<file path="src/rtl/anpr_pkg.sv">
// Package for the AArch64 next-PC resolver: branch kinds, opcode match values,
// condition code groups and the decode result struct.
// No dependencies.
`timescale 1ns / 1ps

package anpr_pkg;

    typedef enum logic [3:0] {
        KIND_NONE  = 4'd0,
        KIND_BCOND = 4'd1,
        KIND_CBZ   = 4'd2,
        KIND_CBNZ  = 4'd3,
        KIND_TBZ   = 4'd4,
        KIND_TBNZ  = 4'd5,
        KIND_B     = 4'd6,
        KIND_BL    = 4'd7,
        KIND_BR    = 4'd8,
        KIND_BLR   = 4'd9,
        KIND_RET   = 4'd10,
        KIND_ERET  = 4'd11
    } kind_t;

    // Top byte / masked top byte match values
    localparam logic [7:0]  OP_BCOND = 8'h54;
    localparam logic [6:0]  OP_CBZ   = 7'h34;
    localparam logic [6:0]  OP_CBNZ  = 7'h35;
    localparam logic [6:0]  OP_TBZ   = 7'h36;
    localparam logic [6:0]  OP_TBNZ  = 7'h37;
    localparam logic [5:0]  OP_B     = 6'b000101;
    localparam logic [5:0]  OP_BL    = 6'b100101;
    // Bits 31..10 of the register branches
    localparam logic [21:0] MID_BR   = 22'h3587C0;
    localparam logic [21:0] MID_BLR  = 22'h358FC0;
    localparam logic [21:0] MID_RET  = 22'h3597C0;
    localparam logic [31:0] WORD_ERET = 32'hD69F03E0;

    // Condition code groups (cond[3:1])
    localparam logic [2:0] CG_EQ = 3'd0;
    localparam logic [2:0] CG_CS = 3'd1;
    localparam logic [2:0] CG_MI = 3'd2;
    localparam logic [2:0] CG_VS = 3'd3;
    localparam logic [2:0] CG_HI = 3'd4;
    localparam logic [2:0] CG_GE = 3'd5;
    localparam logic [2:0] CG_GT = 3'd6;
    localparam logic [2:0] CG_AL = 3'd7;

    localparam int unsigned PC_W = 64;

    typedef struct packed {
        kind_t kind;
        logic  taken;
        logic  sel_reg;   // next PC comes from the register value
    } decode_t;

endpackage

</file>
<file path="src/rtl/anpr_decode.sv">
// Instruction classification, condition evaluation and branch offset selection.
// Depends on anpr_pkg.
`timescale 1ns / 1ps

module anpr_decode (
    input  logic [31:0]             instr_word,
    input  logic [3:0]              flags_nzcv,
    input  logic [63:0]             reg_value,
    output anpr_pkg::decode_t       dec,
    output logic [anpr_pkg::PC_W-1:0] offset
);

    logic [7:0]  top;
    logic [21:0] mid;
    logic        n_f, z_f, c_f, v_f;
    logic        cond_base;
    logic        cond_ok;
    logic        is_zero;
    logic        bit_clr;
    logic [5:0]  bit_pos;
    logic [63:0] off_19;
    logic [63:0] off_14;
    logic [63:0] off_26;

    assign top = instr_word[31:24];
    assign mid = instr_word[31:10];
    assign {n_f, z_f, c_f, v_f} = flags_nzcv;

    assign off_19 = {{43{instr_word[23]}}, instr_word[23:5], 2'b00};
    assign off_14 = {{48{instr_word[18]}}, instr_word[18:5], 2'b00};
    assign off_26 = {{36{instr_word[25]}}, instr_word[25:0], 2'b00};

    always_comb
    begin
        case (instr_word[3:1])
            anpr_pkg::CG_EQ: cond_base = z_f;
            anpr_pkg::CG_CS: cond_base = c_f;
            anpr_pkg::CG_MI: cond_base = n_f;
            anpr_pkg::CG_VS: cond_base = v_f;
            anpr_pkg::CG_HI: cond_base = c_f & ~z_f;
            anpr_pkg::CG_GE: cond_base = (n_f == v_f);
            anpr_pkg::CG_GT: cond_base = ~z_f & (n_f == v_f);
            default:         cond_base = 1'b1;
        endcase
        // AL and NV both hold
        if (instr_word[3:1] == anpr_pkg::CG_AL)
            cond_ok = 1'b1;
        else
            cond_ok = cond_base ^ instr_word[0];
    end

    assign is_zero = instr_word[31] ? (reg_value == 64'd0) : (reg_value[31:0] == 32'd0);
    assign bit_pos = {instr_word[31], instr_word[23:19]};
    assign bit_clr = ~reg_value[bit_pos];

    always_comb
    begin
        dec.kind    = anpr_pkg::KIND_NONE;
        dec.taken   = 1'b0;
        dec.sel_reg = 1'b0;
        offset      = 64'd4;
        if (top == anpr_pkg::OP_BCOND)
        begin
            dec.kind  = anpr_pkg::KIND_BCOND;
            dec.taken = cond_ok;
        end
        else if (top[6:0] == anpr_pkg::OP_CBNZ)
        begin
            dec.kind  = anpr_pkg::KIND_CBNZ;
            dec.taken = ~is_zero;
        end
        else if (top[6:0] == anpr_pkg::OP_CBZ)
        begin
            dec.kind  = anpr_pkg::KIND_CBZ;
            dec.taken = is_zero;
        end
        else if (top[6:0] == anpr_pkg::OP_TBNZ)
        begin
            dec.kind  = anpr_pkg::KIND_TBNZ;
            dec.taken = ~bit_clr;
        end
        else if (top[6:0] == anpr_pkg::OP_TBZ)
        begin
            dec.kind  = anpr_pkg::KIND_TBZ;
            dec.taken = bit_clr;
        end
        else if (top[7:2] == anpr_pkg::OP_B)
        begin
            dec.kind  = anpr_pkg::KIND_B;
            dec.taken = 1'b1;
        end
        else if (top[7:2] == anpr_pkg::OP_BL)
        begin
            dec.kind  = anpr_pkg::KIND_BL;
            dec.taken = 1'b1;
        end
        else if (mid == anpr_pkg::MID_BLR && instr_word[4:0] == 5'd0)
        begin
            dec.kind    = anpr_pkg::KIND_BLR;
            dec.taken   = 1'b1;
            dec.sel_reg = 1'b1;
        end
        else if (mid == anpr_pkg::MID_BR && instr_word[4:0] == 5'd0)
        begin
            dec.kind    = anpr_pkg::KIND_BR;
            dec.taken   = 1'b1;
            dec.sel_reg = 1'b1;
        end
        else if (mid == anpr_pkg::MID_RET && instr_word[4:0] == 5'd0)
        begin
            dec.kind    = anpr_pkg::KIND_RET;
            dec.taken   = 1'b1;
            dec.sel_reg = 1'b1;
        end
        else if (instr_word == anpr_pkg::WORD_ERET)
        begin
            dec.kind = anpr_pkg::KIND_ERET;
        end

        // PC-relative offset only when the branch is taken
        if (dec.taken && !dec.sel_reg)
        begin
            unique case (dec.kind)
                anpr_pkg::KIND_TBZ, anpr_pkg::KIND_TBNZ: offset = off_14;
                anpr_pkg::KIND_B, anpr_pkg::KIND_BL:     offset = off_26;
                default:                                 offset = off_19;
            endcase
        end
    end

endmodule

</file>
<file path="src/rtl/anpr_target.sv">
// Next-PC formation: one 64-bit add of PC and offset, or the register value.
// Depends on anpr_pkg.
`timescale 1ns / 1ps

module anpr_target (
    input  logic [anpr_pkg::PC_W-1:0] instr_addr,
    input  logic [anpr_pkg::PC_W-1:0] reg_value,
    input  logic [anpr_pkg::PC_W-1:0] offset,
    input  anpr_pkg::decode_t         dec,
    output logic [anpr_pkg::PC_W-1:0] next_pc
);

    logic [anpr_pkg::PC_W-1:0] sum;

    // wraps modulo 2^64
    assign sum     = instr_addr + offset;
    assign next_pc = dec.sel_reg ? reg_value : sum;

endmodule

</file>
<file path="src/rtl/aarch64_next_pc_resolver_top.sv">
// Top level of the AArch64 next-PC resolver: input register, decode, target add
// and result register. Depends on anpr_pkg, anpr_decode and anpr_target.
`timescale 1ns / 1ps

// Usage
//   Slave channel s_*: one request per instruction, carrying the word, its address,
//   the NZCV flags and the value of the register the instruction names (Rt for
//   CBZ/CBNZ/TBZ/TBNZ, Rn for BR/BLR/RET, don't care otherwise).
//   Master channel m_*: one result per request, in order: next PC in m_tdata, the
//   branch kind and the taken flag in m_tuser.
//   Path: a request accepted on s_* is captured in the input register, then goes
//   through decode and one 64-bit add into the result register, which drives m_*.
//   Throughput: one request per cycle, sustained, while m_tready stays high; the
//   single 64-bit PC adder and the decode sit combinationally between the registers.
//   Stall: each stage holds its contents while the next is full and not drained;
//   s_tready drops only once both stages hold requests and m_tready is low, so a
//   finished result waiting on the master side does not block a new request.
//   Reset: rst_n low clears both stage valid flags at once; no result is pending
//   afterwards. The block keeps no state between requests.

module aarch64_next_pc_resolver_top (
    input  logic         clk,
    input  logic         rst_n,
    input  logic         s_tvalid,
    output logic         s_tready,
    // [31:0] instr_word, [95:32] instr_addr, [99:96] flags_nzcv,
    // [163:100] reg_value, [167:164] zero
    input  logic [167:0] s_tdata,
    output logic         m_tvalid,
    input  logic         m_tready,
    // [63:0] next_pc
    output logic [63:0]  m_tdata,
    // [3:0] branch_kind, [4] taken
    output logic [4:0]   m_tuser
);

    // stage 1: captured request
    logic        v1_reg;
    logic [31:0] word_reg;
    logic [63:0] addr_reg;
    logic [3:0]  nzcv_reg;
    logic [63:0] rval_reg;

    // stage 2: result register
    logic        v2_reg;
    logic [63:0] pc_out_reg;
    logic [3:0]  kind_out_reg;
    logic        taken_out_reg;

    logic              adv1;    // stage 1 moves into stage 2
    logic              ready2;
    anpr_pkg::decode_t dec;
    logic [63:0]       offset;
    logic [63:0]       next_pc;

    assign ready2   = !v2_reg || m_tready;
    assign adv1     = v1_reg && ready2;
    assign s_tready = !v1_reg || ready2;

    always_ff @(posedge clk or negedge rst_n)
    begin
        if (!rst_n)
        begin
            v1_reg <= 1'b0;
            v2_reg <= 1'b0;
        end
        else
        begin
            if (s_tready)
                v1_reg <= s_tvalid;
            if (ready2)
                v2_reg <= v1_reg;
        end
    end

    // payload, no reset needed
    always_ff @(posedge clk)
    begin
        if (s_tvalid && s_tready)
        begin
            word_reg <= s_tdata[31:0];
            addr_reg <= s_tdata[95:32];
            nzcv_reg <= s_tdata[99:96];
            rval_reg <= s_tdata[163:100];
        end
        if (adv1)
        begin
            pc_out_reg    <= next_pc;
            kind_out_reg  <= dec.kind;
            taken_out_reg <= dec.taken;
        end
    end

    anpr_decode u_decode (
        .instr_word (word_reg),
        .flags_nzcv (nzcv_reg),
        .reg_value  (rval_reg),
        .dec        (dec),
        .offset     (offset)
    );

    anpr_target u_target (
        .instr_addr (addr_reg),
        .reg_value  (rval_reg),
        .offset     (offset),
        .dec        (dec),
        .next_pc    (next_pc)
    );

    assign m_tvalid = v2_reg;
    assign m_tdata  = pc_out_reg;
    assign m_tuser  = {taken_out_reg, kind_out_reg};

endmodule

</file>
<file path="config.mk">
export PLATFORM = sky130hd
export DESIGN_NAME = aarch64_next_pc_resolver_top
export DESIGN_NICKNAME = d
export VERILOG_FILES = /design/src/rtl/anpr_pkg.sv /design/src/rtl/anpr_decode.sv /design/src/rtl/anpr_target.sv /design/src/rtl/aarch64_next_pc_resolver_top.sv
export SDC_FILE = /design/constraint.sdc
export NUM_CORES = 1
export LEC_CHECK = 0
export BUFFER_PORTS_ARGS = -buffer_cell sky130_fd_sc_hd__buf_2
export CAP_MARGIN = 25
export CORE_ASPECT_RATIO = 1.75
export CORE_MARGIN = 3
export CORE_UTILIZATION = 57
export DETAILED_ROUTE_END_ITERATION = 6
export PLACE_DENSITY = 0.82
export SLEW_MARGIN = 20
export SYNTH_ARGS = -nofsm -noshare
export SYNTH_HDL_FRONTEND = slang
export SYNTH_HIERARCHICAL = 1
export SYNTH_SLANG_ARGS = --single-unit
</file>
<file path="constraint.sdc">
create_clock -name clk -period 7.7 [get_ports clk]
set_input_delay 1.54 -clock clk [delete_from_list [all_inputs] [get_ports clk]]
set_output_delay 1.54 -clock clk [all_outputs]
set_load 0.01 [all_outputs]
</file>
## Word-level counts from Yosys, hierarchy flattened

Cells that the tools add are included.

- Register bits: 235
- Input bits: 172
- Logic and storage cells: 84

- Add/sub/neg operators: 1
- $lt $le $gt $ge: 1
- Equal/unequal tests: 23
- Multiplexer cells: 27
- Bitwise operators: 6
- Reductions and logical operators: 17

Operators with widths:

| kind | number |
|---|---|
| 64-bit 2-to-1 mux | 2 |
| 64-bit one-hot mux with 2 select lines | 1 |
| 22-bit equality test (second input constant) | 3 |
| 64-bit adder | 1 |
| 64-bit logical NOT | 1 |
| 5-bit 2-to-1 mux | 7 |
| 32-bit equality test (second input constant) | 1 |
| 32-bit logical NOT | 1 |
| 7-bit by 6-bit equality test with 1-bit output (second input constant) | 4 |
| 4-bit by 3-bit equality test with 1-bit output (second input constant) | 4 |
| 3-bit equality test (second input constant) | 4 |
| 6-bit 2-to-1 mux | 2 |
| 1-bit 2-to-1 mux | 10 |
| 8-bit by 7-bit equality test with 1-bit output (second input constant) | 1 |
| 4-bit 2-to-1 mux | 2 |
| 6-bit by 7-bit less-than comparator with 1-bit output (second input constant) | 1 |
| 1-bit one-hot mux with 7 select lines | 1 |
| 1-bit binary-select mux with 6-bit select | 1 |
| 3-bit by 2-bit equality test with 1-bit output (second input constant) | 2 |
| 6-bit by 3-bit equality test with 1-bit output (second input constant) | 1 |
| 6-bit equality test (second input constant) | 1 |
| 1-bit logical AND | 6 |
| 5-bit logical NOT | 1 |
| 2-bit OR reduction | 2 |
| 9 further kinds | 15 |

## Longest topological paths before layout

- Depth after elaboration: 18
- Mapped depth: 21
- Mapped depth without buffers: 17

## Hierarchy

Netlist, hierarchy kept.

Modules (own cells, without submodules):

| module | times used | cells an instance | area each (µm²) |
|---|---|---|---|
| aarch64_next_pc_resolver_top | 1 | 242 | 7,108.1 |
| anpr_target | 1 | 722 | 4,621.9 |
| anpr_decode | 1 | 243 | 1,908.1 |

## Worst setup path after synthesis

OpenSTA, ideal clock, no wires.

- Path type: register to register
- Start point: register word_reg[20]
- End point: register pc_out_reg[61], in the netlist m_tdata[61], data pin
- Arrival: 5.921 ns
- Data required time: 7.445 ns
- Slack: 1.524 ns
- Stages on the path, launching flop included: 22
- Buffers on the path: 4
- Cell sequence: edfxtp_1 -> buf_6 -> buf_6 -> mux4_2 -> a22oi_1 -> o211ai_1 -> a21boi_0 -> or3_2 -> a32oi_2 -> a21oi_1 -> buf_4 -> ha_1 -> buf_2 -> a21oi_2 -> a211oi_1 -> o31a_1 -> o31ai_1 -> nand3_1 -> o21ai_1 -> a211oi_2 -> a2111o_1 -> and3_1

- Cells in the longest elaborated chain, start to end: 18

Ends and longest elaborated chain:

| what | RTL line | source |
|---|---|---|
| start: declaration | aarch64_next_pc_resolver_top.sv:39 | `logic [31:0] word_reg;` |
| start signal: assignment | aarch64_next_pc_resolver_top.sv:81 | `word_reg <= s_tdata[31:0];` |
| 32-bit equality test / 22-bit equality test (equally long branches) | anpr_decode.sv:115, anpr_decode.sv:109 |  |
| 4-bit 2-to-1 mux / 1-bit logical AND (equally long branches) | anpr_decode.sv:115, anpr_decode.sv:109 |  |
| 4-bit 2-to-1 mux | anpr_decode.sv:109 | `else if (mid == anpr_pkg::MID_RET && instr_word[4:0] == 5'd0)` |
| 6-bit 2-to-1 mux | anpr_decode.sv:103 | `else if (mid == anpr_pkg::MID_BR && instr_word[4:0] == 5'd0)` |
| 6-bit 2-to-1 mux | anpr_decode.sv:97 | `else if (mid == anpr_pkg::MID_BLR && instr_word[4:0] == 5'd0)` |
| 5-bit 2-to-1 mux | anpr_decode.sv:92 | `else if (top[7:2] == anpr_pkg::OP_BL)` |
| 5-bit 2-to-1 mux | anpr_decode.sv:87 | `else if (top[7:2] == anpr_pkg::OP_B)` |
| 5-bit 2-to-1 mux | anpr_decode.sv:82 | `else if (top[6:0] == anpr_pkg::OP_TBZ)` |
| [4 not listed] | n/a |  |
| 4-bit by 3-bit equality test with 1-bit output | anpr_decode.sv:123 | `unique case (dec.kind)` |
| 2-bit OR reduction | anpr_decode.sv:123 |  |
| 64-bit one-hot mux with 2 select lines | anpr_decode.sv:123 |  |
| 64-bit 2-to-1 mux * | anpr_decode.sv:121 | `if (dec.taken && !dec.sel_reg)` |
| named net offset[27] | aarch64_next_pc_resolver_top.sv:53 | `logic [63:0] offset;` |
| 64-bit adder * | anpr_target.sv:16 | `assign sum = instr_addr + offset;` |
| 64-bit 2-to-1 mux * | anpr_target.sv:17 | `assign next_pc = dec.sel_reg ? reg_value : sum;` |
| named net next_pc[61] | aarch64_next_pc_resolver_top.sv:54 | `logic [63:0] next_pc;` |
| end signal: assignment | aarch64_next_pc_resolver_top.sv:88 | `pc_out_reg <= next_pc;` |
| end: declaration | aarch64_next_pc_resolver_top.sv:46 | `logic [63:0] pc_out_reg;` |

The timed path passes the listed nets; every way through them passes the cells marked *. The select of a mux whose other input is x is not followed.
A chain may end at the register's enable or synchronous reset.

## Worst setup path in the final report

- Start point: register word_reg[19]
- End point: register pc_out_reg[63], in the netlist m_tdata[63], data pin

The elaborated chain is that of the path after synthesis.

==> results.yml <==
run:
  cap_violations: 0
synth:
  syn-instance-count: 1207
  synthTopCellsByArea: "edfxtp_1 (51%), ha_1 (5.8%), nand2_1 (3.9%)"
  yosysTopAreaCell: "edfxtp_1"
  synth-seq-area-share: 0.517
  synthFlopType: "edfxtp_1"
  syn_area_mm2: 0.0136
  syn_area_per_cell_um2: 11.3
  synth_top_area_share: 0.513
  synthArstFlopShare: 0.00851
  ys_warn_count: 6
  ys_types: 93
  synth_edf_count: 233
  synth-seq-cells: 235
global_route:
  grt_busiest_layer: "met2"
  grt.met3_usage: 0.0399
  grt_overflow: 0
  grt_max_degree: 87
  grt_pass1_vias: 10941
  antenna_found_initial: 1
  use_met2: 0.552
  grt_pass1_wl_um: 58700
  grtUsageTotal: 0.298
  met1_usage: 0.314
placed_design:
  gp_congestion: 1.02
  place.port_buffers: 238
  hpwl_um: 29000
clocking:
  h-tree-depth: 1
  ctsHoldBuffers: 0
  tritoncts: "done"
  clock_sinks: 235
  insertion_delay_ns: 0.53
  clock-root-buffer: "clkbuf_16"
  cts-resized-gates: 0
  numCtsBuffers: 22
  post_cts_buffers: 0
  cts_buffer_depth: 3
  clkTransAtPathRegs_ns: 0.07
detailed_routing:
  drt_iter0_markers: 944
  wl_per_cell_um: 22.9
  drc: 0
  drt-total-wl_um: 39100
  viasPerCell: 6.36
  ant_nets: 0
  via_count: 10842
  first_pass_iters: 5
floorplanning:
  core_area_mm2: 0.0234
  num_io_pins: 243
  die_x_um: 123
  die_area_mm2: 0.0259
  start_util: 0.582
  die_y_um: 211
  rows: 74
cells_and_area:
  fin_util: 0.662
  layout_common_cells: "buf_2 (238), edfxtp_1 (233), nand2_1 (140)"
  final_common_cell: "buf_2"
  drive_gt1_frac: 0.243
  area_delta_synth_final_pct: 13.6
  final_nets: 1619
timing:
  timing.final.crit_share: 0.876
  finalHoldViolCount: 0
  fmax_mhz: 148
  drv_slew: 0
  fin_skew_ns: 0.0147
  finalCriticalPeriod_ns: 6.75
  setup_viol: 0
  rsz0062_at_grt: "false"
  setup_tns_ns: 0
  tightest_slew_ns: 1.12
  relSlewSlack: 0.251
power:
  p_leak_uw: 0.00619
  switchingPower_uw: 808
  p_comb_frac: 0.134
  ir_drop_v: 0.000158
  switching_share: 0.253
  seqPwrFrac: 0.500
  power_uw: 3200
  clockPowerShare: 0.366
  p_int_uw: 2390
  power-per-cell-area_mw_per_mm2: 206
critical_path:
  required_ns: 7.97
  arrival_ns: 7.02
  startpoint_type: "flop"
  critPathKind: "reg2reg"
  cp-end-kind: "flop"
  crit_fanout: 19
min_path:
  holdCritPathClass: "reg2reg"
run_status:
  status: "complete, no violations"
[routing by layer]
metal  vias to the layer above  routed length (um)
li1                       4922                   -
met1                      5113               12900
met2                       627               20800
met3                       180                2650
met4                         0                2670
met5                         -                   0
[cells by family after synthesis]
| family | count (synthesis) | synth area share |
|---|---|---|
| AO/OA/AOI/OAI | 347 | 0.167 |
| XOR/XNOR | 52 | 0.0344 |
| adder cells (fa/ha/maj) | 64 | 0.0593 |
| buffers and inverters | 123 | 0.0519 |
| flip-flops | 235 | 0.517 |
| multiplexers | 32 | 0.0415 |
| other | 1 | 0.000275 |
| AND/OR/NAND/NOR | 353 | 0.129 |
[synth_stat cells, types with 15 or more instances]
cell type	number
nor4_1	23
a21o_1	42
nor2_1	57
o21ai_0	84
inv_1	27
edfxtp_1	233
nand3_1	24
buf_4	39
a21oi_1	95
mux4_2	19
buf_2	15
ha_1	63
nor3_1	18
nand2_1	140
xor2_1	19
xnor2_1	32
nand4_1	18
clkbuf_1	26
[worst max-delay path, stage by stage, from the launching register on]
cell	delay (ns)
edfxtp_1	1.09
mux4_2	0.40
mux2i_1	0.14
o211ai_1	0.26
a21boi_0	0.20
o21ai_0	0.52
a32oi_2	0.35
a21oi_4	0.66
buf_4	0.41
ha_1	0.34
a21oi_1	0.34
nor2b_1	0.08
o21ai_0	0.17
o311a_1	0.26
o21ai_0	0.18
a221oi_1	0.54
o31a_1	0.22
a21oi_1	0.07
a211o_1	0.23
[final timing paths]
kind,cells after the start,from,end,slack [ns]
max,18,word_reg[19],m_tdata[63],0.95
min in group asynchronous,1,rst_n,m_tvalid,0.80
min,1,v1_reg,m_tvalid,0.56
max reg2reg,18,word_reg[19],m_tdata[63],0.95
min reg2reg,1,v1_reg,m_tvalid,0.56
max in group asynchronous,1,rst_n,v1_reg,6.81
[metrics by stage]
| step | hold WS (ns) | area, um2 | instances | setup slack [ns] |
|---|---|---|---|---|
| after floorplan | 0.511 | 13600 | 1208 | 1.52 |
| after global placement | 0.528 | 14700 | 1662 | 1.26 |
| after detailed placement | 0.544 | 14700 | 1662 | 1.13 |
| after CTS | 0.564 | 15500 | 1702 | 1.09 |
| after global routing | 0.576 | 15500 | 1704 | 0.584 |
| final | 0.561 | 15500 | 1704 | 0.954 |
[power by group through the flow]
stage | Clock (uW) | Sequential, uW | Combinational [uW]
2_1_floorplan | 0 | 1610 | 264
3_3_place_gp | 0 | 1620 | 407
3_5_place_dp | 0 | 1620 | 417
4_1_cts | 1190 | 1600 | 422
5_1_grt | 1240 | 1600 | 468
6_report | 1170 | 1600 | 430
[cell type report]
class                   count  area, um2
fillers                  1758       7930
well taps                 304        380
flip-flops and latches    235       7050
clock inverters            16        198
multi-input cells         850       5910
diodes                      1       2.50
clock buffers              24        579
inverters                  27        101
repair buffers            247       1280
(Power assumes the default switching activity.)
